<file path="config.mk">
export PLATFORM = sky130hd
export DESIGN_NAME = three_axis_hit_detector
export DESIGN_NICKNAME = d
export VERILOG_FILES = /design/src/rtl/core/tahd_pkg.sv /design/src/rtl/core/three_axis_hit_detector.sv
export SDC_FILE = /design/constraint.sdc
export NUM_CORES = 1
export LEC_CHECK = 0
export ABC_CLOCK_PERIOD_IN_PS = 6800
export BUFFER_PORTS_ARGS = -buffer_cell sky130_fd_sc_hd__buf_2
export CORE_MARGIN = 2
export CORE_UTILIZATION = 30
export CTS_BUF_LIST = sky130_fd_sc_hd__clkbuf_8
export CTS_CLUSTER_DIAMETER = 80
export CTS_CLUSTER_SIZE = 12
export DETAILED_ROUTE_END_ITERATION = 12
export GPL_TIMING_DRIVEN = 0
export SKIP_CTS_REPAIR_TIMING = 1
export SLEW_MARGIN = 15
export SYNTH_ARGS = -nofsm -noshare
export SYNTH_HDL_FRONTEND = slang
export SYNTH_SLANG_ARGS = --single-unit
</file>
<file path="constraint.sdc">
create_clock -name clk -period 6.8 [get_ports clk]
set_input_delay 1.7 -clock clk [delete_from_list [all_inputs] [get_ports clk]]
set_output_delay 1.7 -clock clk [all_outputs]
set_load 0.02 [all_outputs]
</file>
<file path="src/rtl/core/tahd_pkg.sv">
package tahd_pkg;

  // Axis count and field widths
  localparam int Axes        = 3;
  localparam int SampleWidth = 16;
  localparam int MagWidth    = SampleWidth + 1;
  localparam int TimeWidth   = 32;
  localparam int CfgWidth    = 16;
  localparam int CfgIdxWidth = 8;

  // Axis positions
  localparam int AxisX = 0;
  localparam int AxisY = 1;
  localparam int AxisZ = 2;

  // Configuration register indexes
  localparam logic [CfgIdxWidth-1:0] RegHighThreshold = 8'd0;
  localparam logic [CfgIdxWidth-1:0] RegLowThreshold  = 8'd1;
  localparam logic [CfgIdxWidth-1:0] RegZOffset       = 8'd2;
  localparam logic [CfgIdxWidth-1:0] RegHoldoffMs     = 8'd3;

  // Register reset values
  localparam logic [CfgWidth-1:0] HighThresholdReset = 16'd14000;
  localparam logic [CfgWidth-1:0] LowThresholdReset  = 16'd8000;
  localparam logic [CfgWidth-1:0] ZOffsetReset       = 16'd16400;
  localparam logic [CfgWidth-1:0] HoldoffMsReset     = 16'd150;

  typedef logic signed [MagWidth-1:0] axis_val_t;
  typedef logic [MagWidth-1:0]        axis_mag_t;
  typedef logic [TimeWidth-1:0]       stamp_t;

  // Absolute value; the input never reaches the most negative code
  function automatic axis_mag_t axis_abs(input axis_val_t v);
    axis_mag_t r;
    r = v[MagWidth-1] ? axis_mag_t'(-v) : axis_mag_t'(v);
    return r;
  endfunction

endpackage

</file>
<file path="src/rtl/core/three_axis_hit_detector.sv">
// Channel  | Direction | Handshake               | Payload
// ---------+-----------+-------------------------+------------------------------------
// in       | sink      | in_valid / in_stall     | accel_x, accel_y, accel_z, time_ms
// out      | source    | out_valid / out_stall   | hit_x, hit_y, hit_z
// cfg      | sink      | cfg_valid / cfg_ready   | cfg_index, cfg_data
//
// One request per clock is taken while in_stall is low; an accepted request passes
// through the input register, then the result register, to the output.
// All per-axis compares and the wrapped time subtraction sit between those two registers.
// rst is synchronous, active high; it restores the register defaults, arms all
// axes and clears the last-hit times.
// out_stall holds a valid result register; a full input register then holds too and
// in_stall rises only while the input register is full and cannot advance.
// cfg_ready is always high.
module three_axis_hit_detector
  import tahd_pkg::*;
(
  input  logic                          clk,
  input  logic                          rst,
  input  logic                          in_valid,
  output logic                          in_stall,
  input  logic signed [SampleWidth-1:0] accel_x,
  input  logic signed [SampleWidth-1:0] accel_y,
  input  logic signed [SampleWidth-1:0] accel_z,
  input  logic [TimeWidth-1:0]          time_ms,
  output logic                          out_valid,
  input  logic                          out_stall,
  output logic                          hit_x,
  output logic                          hit_y,
  output logic                          hit_z,
  input  logic                          cfg_valid,
  output logic                          cfg_ready,
  input  logic [CfgIdxWidth-1:0]        cfg_index,
  input  logic [CfgWidth-1:0]           cfg_data
);

  // Configuration registers
  logic [CfgWidth-1:0]        high_threshold;
  logic [CfgWidth-1:0]        low_threshold;
  logic signed [CfgWidth-1:0] z_offset;
  logic [CfgWidth-1:0]        holdoff_ms;

  // Input register
  logic                          s1_valid;
  logic signed [SampleWidth-1:0] s1_x;
  logic signed [SampleWidth-1:0] s1_y;
  logic signed [SampleWidth-1:0] s1_z;
  stamp_t                        s1_time;

  // Per-axis state
  logic [Axes-1:0] latched;
  logic [Axes-1:0] latched_next;
  stamp_t          last_hit_time [Axes];

  // Datapath
  axis_val_t       sample [Axes];
  axis_mag_t       mag    [Axes];
  stamp_t          elapsed [Axes];
  logic [Axes-1:0] fire;
  logic [Axes-1:0] hit;

  logic out_free;
  logic s1_move;
  logic in_take;

  assign cfg_ready = 1'b1;
  assign out_free  = !out_valid || !out_stall;
  assign s1_move   = s1_valid && out_free;
  assign in_stall  = s1_valid && !out_free;
  assign in_take   = in_valid && !in_stall;

  // Take configuration writes
  always_ff @(posedge clk) begin
    if (rst) begin
      high_threshold <= HighThresholdReset;
      low_threshold  <= LowThresholdReset;
      z_offset       <= ZOffsetReset;
      holdoff_ms     <= HoldoffMsReset;
    end else if (cfg_valid && cfg_ready) begin
      case (cfg_index)
        RegHighThreshold: high_threshold <= cfg_data;
        RegLowThreshold:  low_threshold  <= cfg_data;
        RegZOffset:       z_offset       <= cfg_data;
        RegHoldoffMs:     holdoff_ms     <= cfg_data;
        default: ;
      endcase
    end
  end

  // Capture the request into the input register
  always_ff @(posedge clk) begin
    if (rst) begin
      s1_valid <= 1'b0;
    end else if (in_take) begin
      s1_valid <= 1'b1;
    end else if (s1_move) begin
      s1_valid <= 1'b0;
    end
    if (in_take) begin
      s1_x    <= accel_x;
      s1_y    <= accel_y;
      s1_z    <= accel_z;
      s1_time <= time_ms;
    end
  end

  // Remove gravity from Z, then test fire and re-arm per axis
  always_comb begin
    sample[AxisX] = axis_val_t'(s1_x);
    sample[AxisY] = axis_val_t'(s1_y);
    sample[AxisZ] = axis_val_t'(s1_z) - axis_val_t'(z_offset);
    for (int i = 0; i < Axes; i++) begin
      mag[i]     = axis_abs(sample[i]);
      elapsed[i] = s1_time - last_hit_time[i];
      fire[i]    = (mag[i] > axis_mag_t'(high_threshold)) && !latched[i] &&
                   (elapsed[i] > stamp_t'(holdoff_ms));
      latched_next[i] = (latched[i] || fire[i]) &&
                        !(mag[i] < axis_mag_t'(low_threshold));
    end
  end

  // Advance axis state when the request moves to the result register
  always_ff @(posedge clk) begin
    if (rst) begin
      latched <= '0;
      for (int i = 0; i < Axes; i++) begin
        last_hit_time[i] <= '0;
      end
    end else if (s1_move) begin
      latched <= latched_next;
      for (int i = 0; i < Axes; i++) begin
        if (fire[i]) begin
          last_hit_time[i] <= s1_time;
        end
      end
    end
  end

  // Result register
  always_ff @(posedge clk) begin
    if (rst) begin
      out_valid <= 1'b0;
    end else if (out_free) begin
      out_valid <= s1_valid;
    end
    if (s1_move) begin
      hit <= fire;
    end
  end

  assign hit_x = hit[AxisX];
  assign hit_y = hit[AxisY];
  assign hit_z = hit[AxisZ];

  // A fired X axis records the request time
  a_fire_records_time: assert property (@(posedge clk) disable iff (rst)
    s1_move && fire[AxisX] |=> last_hit_time[AxisX] == $past(s1_time))
    else $error("X hit did not record its time");

  // The latched state and the Z last-hit time hold while no request advances
  a_state_holds: assert property (@(posedge clk) disable iff (rst)
    !s1_move |=> $stable(latched) && $stable(last_hit_time[AxisZ]))
    else $error("axis state changed without an advancing request");

  // An advancing request always lands in the result register
  a_move_loads_out: assert property (@(posedge clk) disable iff (rst)
    s1_move |=> out_valid && hit == $past(fire))
    else $error("advancing request lost");

  // A fired Y axis cannot fire again while it stays latched
  a_no_double_fire: assert property (@(posedge clk) disable iff (rst)
    s1_move && fire[AxisY] |=> !fire[AxisY] || !s1_valid || latched[AxisY] == 1'b0)
    else $error("Y fired while latched");

endmodule
</file>
==> impl_results.md, run 1 <==
* Status: finished, final reports clean
* Drt wl/cell at 18.9 µm
* Critical path class: register to register
* Share of cells above drive strength 1 at 9.14%
* Clk_lat worst skew at 0.63 ns
* Crit-path cells: inv_2 > ha_1 > inv_1 > fa_1 > a211oi_2 > o21bai_2 > a32oi_2 > nand2_1 > nand3_1 > nand2_1 > xor2_1 > ha_1 > and4_1 > nand3_1 > or3_1 > o21ai_4 > o2111ai_1 > or4_1 > or4_1 > o41a_1 > a21oi_4 > buf_12 > buf_6 > a21oi_1
* Antenna Nets Post-Route at 0
* DP Cell Count at 3053
* Worst R2R End: last_hit_time[0][27]$_DFFE_PP_
* Cell Pwr Density at 203 nW/µm²
* 1st-iter DRT viols at 1005
* Flop2flop setup slack at 0.32 ns
* Ys Warns at 0
* Root Driver: clkbuf_8
* Drt pass-1 iters at 5
* Synth Flop Type: edfxtp_1
* Post-synth top cells: ha_1, a21oi_1, inv_1
* CTS sink count at 248
* Max FFs per register at 96
* Final net count at 2606
* Core Box Area at 63200 µm²
* Crit share post-route at 95.3%
* Unrepaired setup endpoints after global routing: false
* Clock Skews at 0.0506 ns
* CP peak stage delay at 0.53 ns
* All-Layer GR Usage at 17.6%
* Final setup viols at 0
* Die footprint at 66100 µm²
* Row cnt at 92
* Post-synth ARST share at 0%
* R2r worst-path depth at 24
* Starting Density at 30.4%
* Sw Pwr at 1570 µW
* Syn Area/Cell at 9.20 µm²
* Horiz. Die Dim at 257 µm
* Sequential cell fraction of total power at 40.9%
* Synth top area cells: edfxtp_1, ha_1, dfxtp_1, a21oi_1, inv_1
* Worst rel slew slack at 35.9%
* Syn_nets at 2456
* Vias per cell at 5.21
* Critical Path Fanout Max at 10
* WL final at 58600 µm
* Slew @ Worst Pin at 0.959 ns
* Global-route wire length before repair at 91700 µm
* Biggest regs: last_hit_time: 96 flops, s1_time: 32 flops
* Fillers at 6562
* CTS tree: yes
* Area of the multi-input gates at 11500 µm²
* Setup crit end kind: register
* Worst hold path type: register to register
* Seq/Total Area, Yosys at 35.2%
* Fmax at 154 MHz
* Vias post-DR at 16200
* Final Non-Filler Cells at 3101
* IO buf count at 112
* Max Root-Sink Buffers at 3
* Initial antenna violation count at 1
* Critical Path AT at 6.74 ns
* Delay-heaviest family, CP: simple AND/OR/NAND/NOR gates
* Max-Cap Viols at 0
* Worst Path Buf+Inv at 4
* Required time of the critical path at 7.06 ns
* Synth cell types at 82
* IO Pins at 115
* Synth top area share at 28.0%
* Count of flip-flops with a built-in enable after synthesis at 179
* RR Startpoint: s1_time[0]$_DFFE_PP_
* Final Util at 34.1%
* Leakage at 0.00887 µW
* Clock share of power at 23.3%
* Combinational power share at 35.8%
* DRC Markers at 0
* Internal at 2810 µW
* Top-count cell post-synth: ha_1
* Hold path depth at 2
* Worst Hold Path EP: z_offset[10]$_SDFFE_PP0P_
* Sequential cell area at 6760 µm²
* Dominant cell type by area after synthesis: edfxtp_1
* Max VDD drop at 0.137 mV
* Overflow after GRT at 0
* Post-Syn Instances at 2090
* Flops & latches, synth at 248
* Final slew viol count at 0
* Vias in the first global route at 16200
* Largest net degree at the start of global routing at 33
* H-tree levels at 1
* Chip height at 257 µm
* Final Hold Fails at 0
* CTS buffer count at 27
* Area growth, synth to finish at 12.1%
* Most flops, register: last_hit_time
* Startpoint types: register
* Mapped cell area at 19200 µm²
* Net Sw Frac at 35.9%
* Slowest CP cell: or4_1
* Routability cong. at 0.906
* Hold wc startpoint: z_offset[10]$_SDFFE_PP0P_
* Hpwl dp at 46900 µm
* Tmin final at 6.48 ns
* Clock-pin slew on the worst setup and hold paths at 0.09 ns
## cells in the final DEF, fill, tap and decap left out, types with 32 or more instances in the layout
cell / n
dfxtp_1: 69
nand2_1: 159
inv_1: 201
nand3_1: 32
o21ai_0: 85
xnor2_1: 83
nand2b_1: 54
a211oi_1: 32
o21a_1: 39
a21o_1: 68
edfxtp_1: 179
ha_1: 253
buf_2: 114
nand4_1: 35
nor2_1: 147
mux2i_1: 33
a21oi_1: 195
clkbuf_1: 50
## cells by family after synthesis
group	count (synthesis)	synth area share [%]
AO/OA/AOI/OAI	601	20.9
XOR/XNOR	114	5.19
adder cells (fa/ha/maj)	257	16.9
buffers and inverters	253	5.11
flip-flops	248	35.2
multiplexers	36	1.89
other	1	0.0195
AND/OR/NAND/NOR	580	14.9
## worst reg2reg max path, cell delays in order, from the launching register on
cell and delay (ns):
edfxtp_1 0.39, inv_2 0.12, ha_1 0.19, inv_1 0.06, fa_1 0.44, a211oi_2 0.25, o21bai_2 0.16, a32oi_2 0.37
nand2_1 0.15, nand3_1 0.11, nand2_1 0.08, xor2_1 0.18, ha_1 0.33, and4_1 0.24, nand3_1 0.12, or3_1 0.43
o21ai_4 0.11, o2111ai_1 0.17, or4_1 0.51, or4_1 0.53, o41a_1 0.46, a21oi_4 0.20, buf_12 0.15, buf_6 0.16
a21oi_1 0.20
## power by group through the flow
| stage | clock network [µW] | logic, µW | registers, µW |
|---|---|---|---|
| final | 1020 | 1570 | 1790 |
| after CTS | 1070 | 1540 | 1790 |
| after global routing | 1130 | 1760 | 1800 |
| after floorplan | 0 | 1120 | 1800 |
| after detailed placement | 0 | 1530 | 1830 |
| after global placement | 0 | 1480 | 1830 |
## area by class of cell
type,instances,share of cell area (%)
clock inverters,16,0.621
inverters,194,3.38
clock buffers,27,1.72
multi-input cells,1589,53.5
flip-flops and latches,248,31.4
plain buffers,59,1.18
diodes,1,0.0116
repair buffers,121,3.30
well taps,846,4.91
## worst max-delay path by stage
stage	startpoint	to	slack [ns]	depth (start not counted)
6_report	s1_time[0]$_DFFE_PP_	last_hit_time[0][27]$_DFFE_PP_	0.32	24
5_1_grt	s1_time[0]$_DFFE_PP_	last_hit_time[0][56]$_DFFE_PP_	0.01	25
2_1_floorplan	out_stall	s1_time[0]$_DFFE_PP_	0.76	2
3_5_place_dp	s1_time[0]$_DFFE_PP_	last_hit_time[0][59]$_DFFE_PP_	-0.37	25
3_3_place_gp	out_stall	s1_time[22]$_DFFE_PP_	-1.37	3
4_1_cts	s1_time[0]$_DFFE_PP_	last_hit_time[0][27]$_DFFE_PP_	-0.46	25
## layer usage
layer  vias up  GRT usage [%]  part of all wire (%)  wire (µm)
met2       402           30.6                    47      27700
li1       7957              -                     -          -
met1      7724           22.9                    45      26300
met5         -              0                     0          0
met3        83           2.17                   4.9       2870
met4         0           4.62                   2.9       1680
## stage by stage
| stage | hold WS, ns | instance area, µm² | setup WS, ns | setup TNS (ns) | total power, µW |
|---|---|---|---|---|---|
| 6_report | 0.461 | 21500 | 0.320 | 0 | 4380 |
| 5_1_grt | 0.479 | 21500 | 0.0127 | 0 | 4690 |
| 2_1_floorplan | 0.435 | 19200 | 0.756 | 0 | 2920 |
| 3_5_place_dp | 0.448 | 21000 | -0.371 | -34.63 | 3350 |
| 4_1_cts | 0.459 | 21500 | -0.461 | -45.58 | 4400 |
| 3_3_place_gp | 0.443 | 20800 | -1.37 | -144.99 | 3320 |
No activity file was read; power rests on OpenSTA's default activity.
==> run 2: changes to the inputs <==
--- a/config.mk
+++ b/config.mk
@@ -6,7 +6,7 @@
 export NUM_CORES = 1
 export LEC_CHECK = 0
 export ABC_CLOCK_PERIOD_IN_PS = 6800
-export BUFFER_PORTS_ARGS = -buffer_cell sky130_fd_sc_hd__buf_2
+export BUFFER_PORTS_ARGS = -buffer_cell sky130_fd_sc_hd__buf_4
 export CORE_MARGIN = 2
 export CORE_UTILIZATION = 30
 export CTS_BUF_LIST = sky130_fd_sc_hd__clkbuf_8
@@ -14,6 +14,7 @@
 export CTS_CLUSTER_SIZE = 12
 export DETAILED_ROUTE_END_ITERATION = 12
 export GPL_TIMING_DRIVEN = 0
+export PLACE_DENSITY_LB_ADDON = 0.1
 export SKIP_CTS_REPAIR_TIMING = 1
 export SLEW_MARGIN = 15
 export SYNTH_ARGS = -nofsm -noshare
==> impl_results.md, run 2 (synthesis results as in run 1) <==
* Max VDD drop at 0.135 mV (was 0.137 mV)
* Routability cong. at 0.859 (was 0.906)
* Vias per cell at 5.12 (was 5.21)
* Final Hold Fails at 0 (unchanged)
* Die footprint at 66100 µm² (unchanged)
* Startpoint types: register (unchanged)
* R2r worst-path depth at 25 (was 24)
* Largest net degree at the start of global routing at 33 (unchanged)
* Vias in the first global route at 16000 (was 16200)
* Leakage at 0.00902 µW (was 0.00887 µW)
* Critical Path AT at 6.88 ns (was 6.74 ns)
* Initial antenna violation count at 2 (was 1)
* RR Startpoint: s1_time[0]$_DFFE_PP_ (unchanged)
* Worst hold path type: register to register (unchanged)
* Overflow after GRT at 0 (unchanged)
* Drt pass-1 iters at 5 (unchanged)
* Most common cell after layout, fill and taps aside: ha_1 (unchanged)
* Horiz. Die Dim at 257 µm (unchanged)
* Biggest regs: last_hit_time: 96 flops, s1_time: 32 flops (unchanged)
* CTS tree: yes (unchanged)
* Hold wc startpoint: z_offset[7]$_SDFFE_PP0P_ (was z_offset[10]$_SDFFE_PP0P_)
* Slew @ Worst Pin at 0.971 ns (was 0.959 ns)
* IO buf count at 112 (unchanged)
* Hold path depth at 2 (unchanged)
* Flop2flop setup slack at 0.27 ns (was 0.32 ns)
* Net Sw Frac at 36.0% (was 35.9%)
* Row cnt at 92 (unchanged)
* Clock Skews at 0.0507 ns (was 0.0506 ns)
* WL final at 59900 µm (was 58600 µm)
* IO Pins at 115 (unchanged)
* Unrepaired setup endpoints after global routing: false (unchanged)
* Final slew viol count at 0 (unchanged)
* Max-Cap Viols at 0 (unchanged)
* Cell Pwr Density at 205 nW/µm² (was 203 nW/µm²)
* Combinational power share at 35.4% (was 35.8%)
* Critical path class: register to register (unchanged)
* CTS buffer count at 29 (was 27)
* Worst R2R End: last_hit_time[0][39]$_DFFE_PP_ (was last_hit_time[0][27]$_DFFE_PP_)
* Status: finished, final reports clean (unchanged)
* Global-route wire length before repair at 91900 µm (was 91700 µm)
* Setup crit end kind: register (unchanged)
* Core Box Area at 63200 µm² (unchanged)
* Final setup viols at 0 (unchanged)
* Starting Density at 30.4% (unchanged)
* Setup TNS at 0 ns (unchanged)
* Max Root-Sink Buffers at 3 (unchanged)
* Final Non-Filler Cells at 3112 (was 3101)
* Max FFs per register at 96 (unchanged)
* DRC Markers at 0 (unchanged)
* Vias post-DR at 15900 (was 16200)
* 1st-iter DRT viols at 704 (was 1005)
* Clk_lat worst skew at 0.66 ns (was 0.63 ns)
* Most flops, register: last_hit_time (unchanged)
* Internal at 2880 µW (was 2810 µW)
* Final net count at 2612 (was 2606)
* Sw Pwr at 1620 µW (was 1570 µW)
* Antenna Nets Post-Route at 0 (unchanged)
* Sequential cell fraction of total power at 39.7% (was 40.9%)
* Fmax at 153 MHz (was 154 MHz)
* Chip height at 257 µm (unchanged)
* Tmin final at 6.53 ns (was 6.48 ns)
* Area growth, synth to finish at 14.1% (was 12.1%)
* Crit share post-route at 96.1% (was 95.3%)
* Worst rel slew slack at 35.1% (was 35.9%)
* Hpwl dp at 48700 µm (was 46900 µm)
* Clock-pin slew on the worst setup and hold paths at 0.09 ns (about the same)
* Root Driver: clkbuf_8 (unchanged)
* CTS sink count at 248 (unchanged)
* DP Cell Count at 3053 (unchanged)
* Critical Path Fanout Max at 27 (was 10)
* Drt wl/cell at 19.3 µm (was 18.9 µm)
* Final Util at 34.7% (was 34.1%)
* H-tree levels at 1 (unchanged)
* All-Layer GR Usage at 17.8% (was 17.6%)
* Clock share of power at 24.9% (was 23.3%)
* Share of cells above drive strength 1 at 9.58% (was 9.14%)
* Commonest cells after routing, fill and taps aside: ha_1, inv_1, a21oi_1 (unchanged)
* Worst Hold Path EP: z_offset[7]$_SDFFE_PP0P_ (was z_offset[10]$_SDFFE_PP0P_)
* Required time of the critical path at 7.15 ns (was 7.06 ns)
## run 2: how the worst max path moves through the flow
stage / from / endpoint / slack [ns]
after floorplan: out_stall / s1_time[0]$_DFFE_PP_ / 0.76
after global placement: out_stall / s1_time[20]$_DFFE_PP_ / -1.66
after detailed placement: s1_time[0]$_DFFE_PP_ / last_hit_time[0][38]$_DFFE_PP_ / -0.49
after CTS: s1_time[0]$_DFFE_PP_ / last_hit_time[0][39]$_DFFE_PP_ / -0.60
after global routing: s1_time[0]$_DFFE_PP_ / last_hit_time[0][39]$_DFFE_PP_ / 0.001
final: s1_time[0]$_DFFE_PP_ / last_hit_time[0][39]$_DFFE_PP_ / 0.27
## run 2: worst max-delay path, stage by stage, from the launching register on
cell and delay [ns]:
edfxtp_1 0.39, inv_2 0.12, ha_1 0.18, inv_1 0.06, fa_1 0.47, a211oi_2 0.25
o21bai_2 0.15, a21oi_2 0.21, o21bai_1 0.09, a21oi_1 0.22, o21bai_1 0.09, a21oi_1 0.18
xnor2_1 0.16, ha_1 0.27, a21o_1 0.16, a22o_1 0.21, o21ai_0 0.15, nand3_1 0.16
o21ai_4 0.23, o2111ai_1 0.17, or4_1 0.50, or4_1 0.54, o41a_1 0.48, and2_1 0.24
or2_4 0.31, buf_12 0.19
## run 2: power groups by stage
stage          sequential (µW)  clock [µW]  combinational [µW]
6_report                  1790        1120                1600
5_1_grt                   1800        1230                1800
4_1_cts                   1790        1180                1580
3_5_place_dp              1820           0                1570
3_3_place_gp              1830           0                1540
2_1_floorplan             1800           0                1120
## run 2: metal layers
metal	vias up	part of all wire (%)	GRT usage, %
met5	-	0	0
met4	0	2.4	4.65
met3	74	3.1	2.00
li1	7988	-	-
met1	7592	46	23.2
met2	267	49	31.3
## run 2: through the flow
stage	instance area [µm²]	power, µW	worst slack, ns	hold WS [ns]
after global placement	21100	3370	-1.66	0.442
after global routing	21900	4820	0.00119	0.477
after CTS	21800	4550	-0.597	0.459
after detailed placement	21200	3390	-0.493	0.448
final	21900	4500	0.268	0.455
after floorplan	19200	2920	0.756	0.435
## run 2: cell type report
class | count | area [µm²]
Antenna cell | 1 | 2.50
Inverter | 194 | 728
Multi-Input combinational cell | 1589 | 11500
Clock buffer | 31 | 427
Fill cell | 6509 | 41300
Timing Repair Buffer | 125 | 1020
Buffer | 59 | 254
Tap cell | 846 | 1060
Clock inverter | 19 | 156
Sequential cell | 248 | 6760
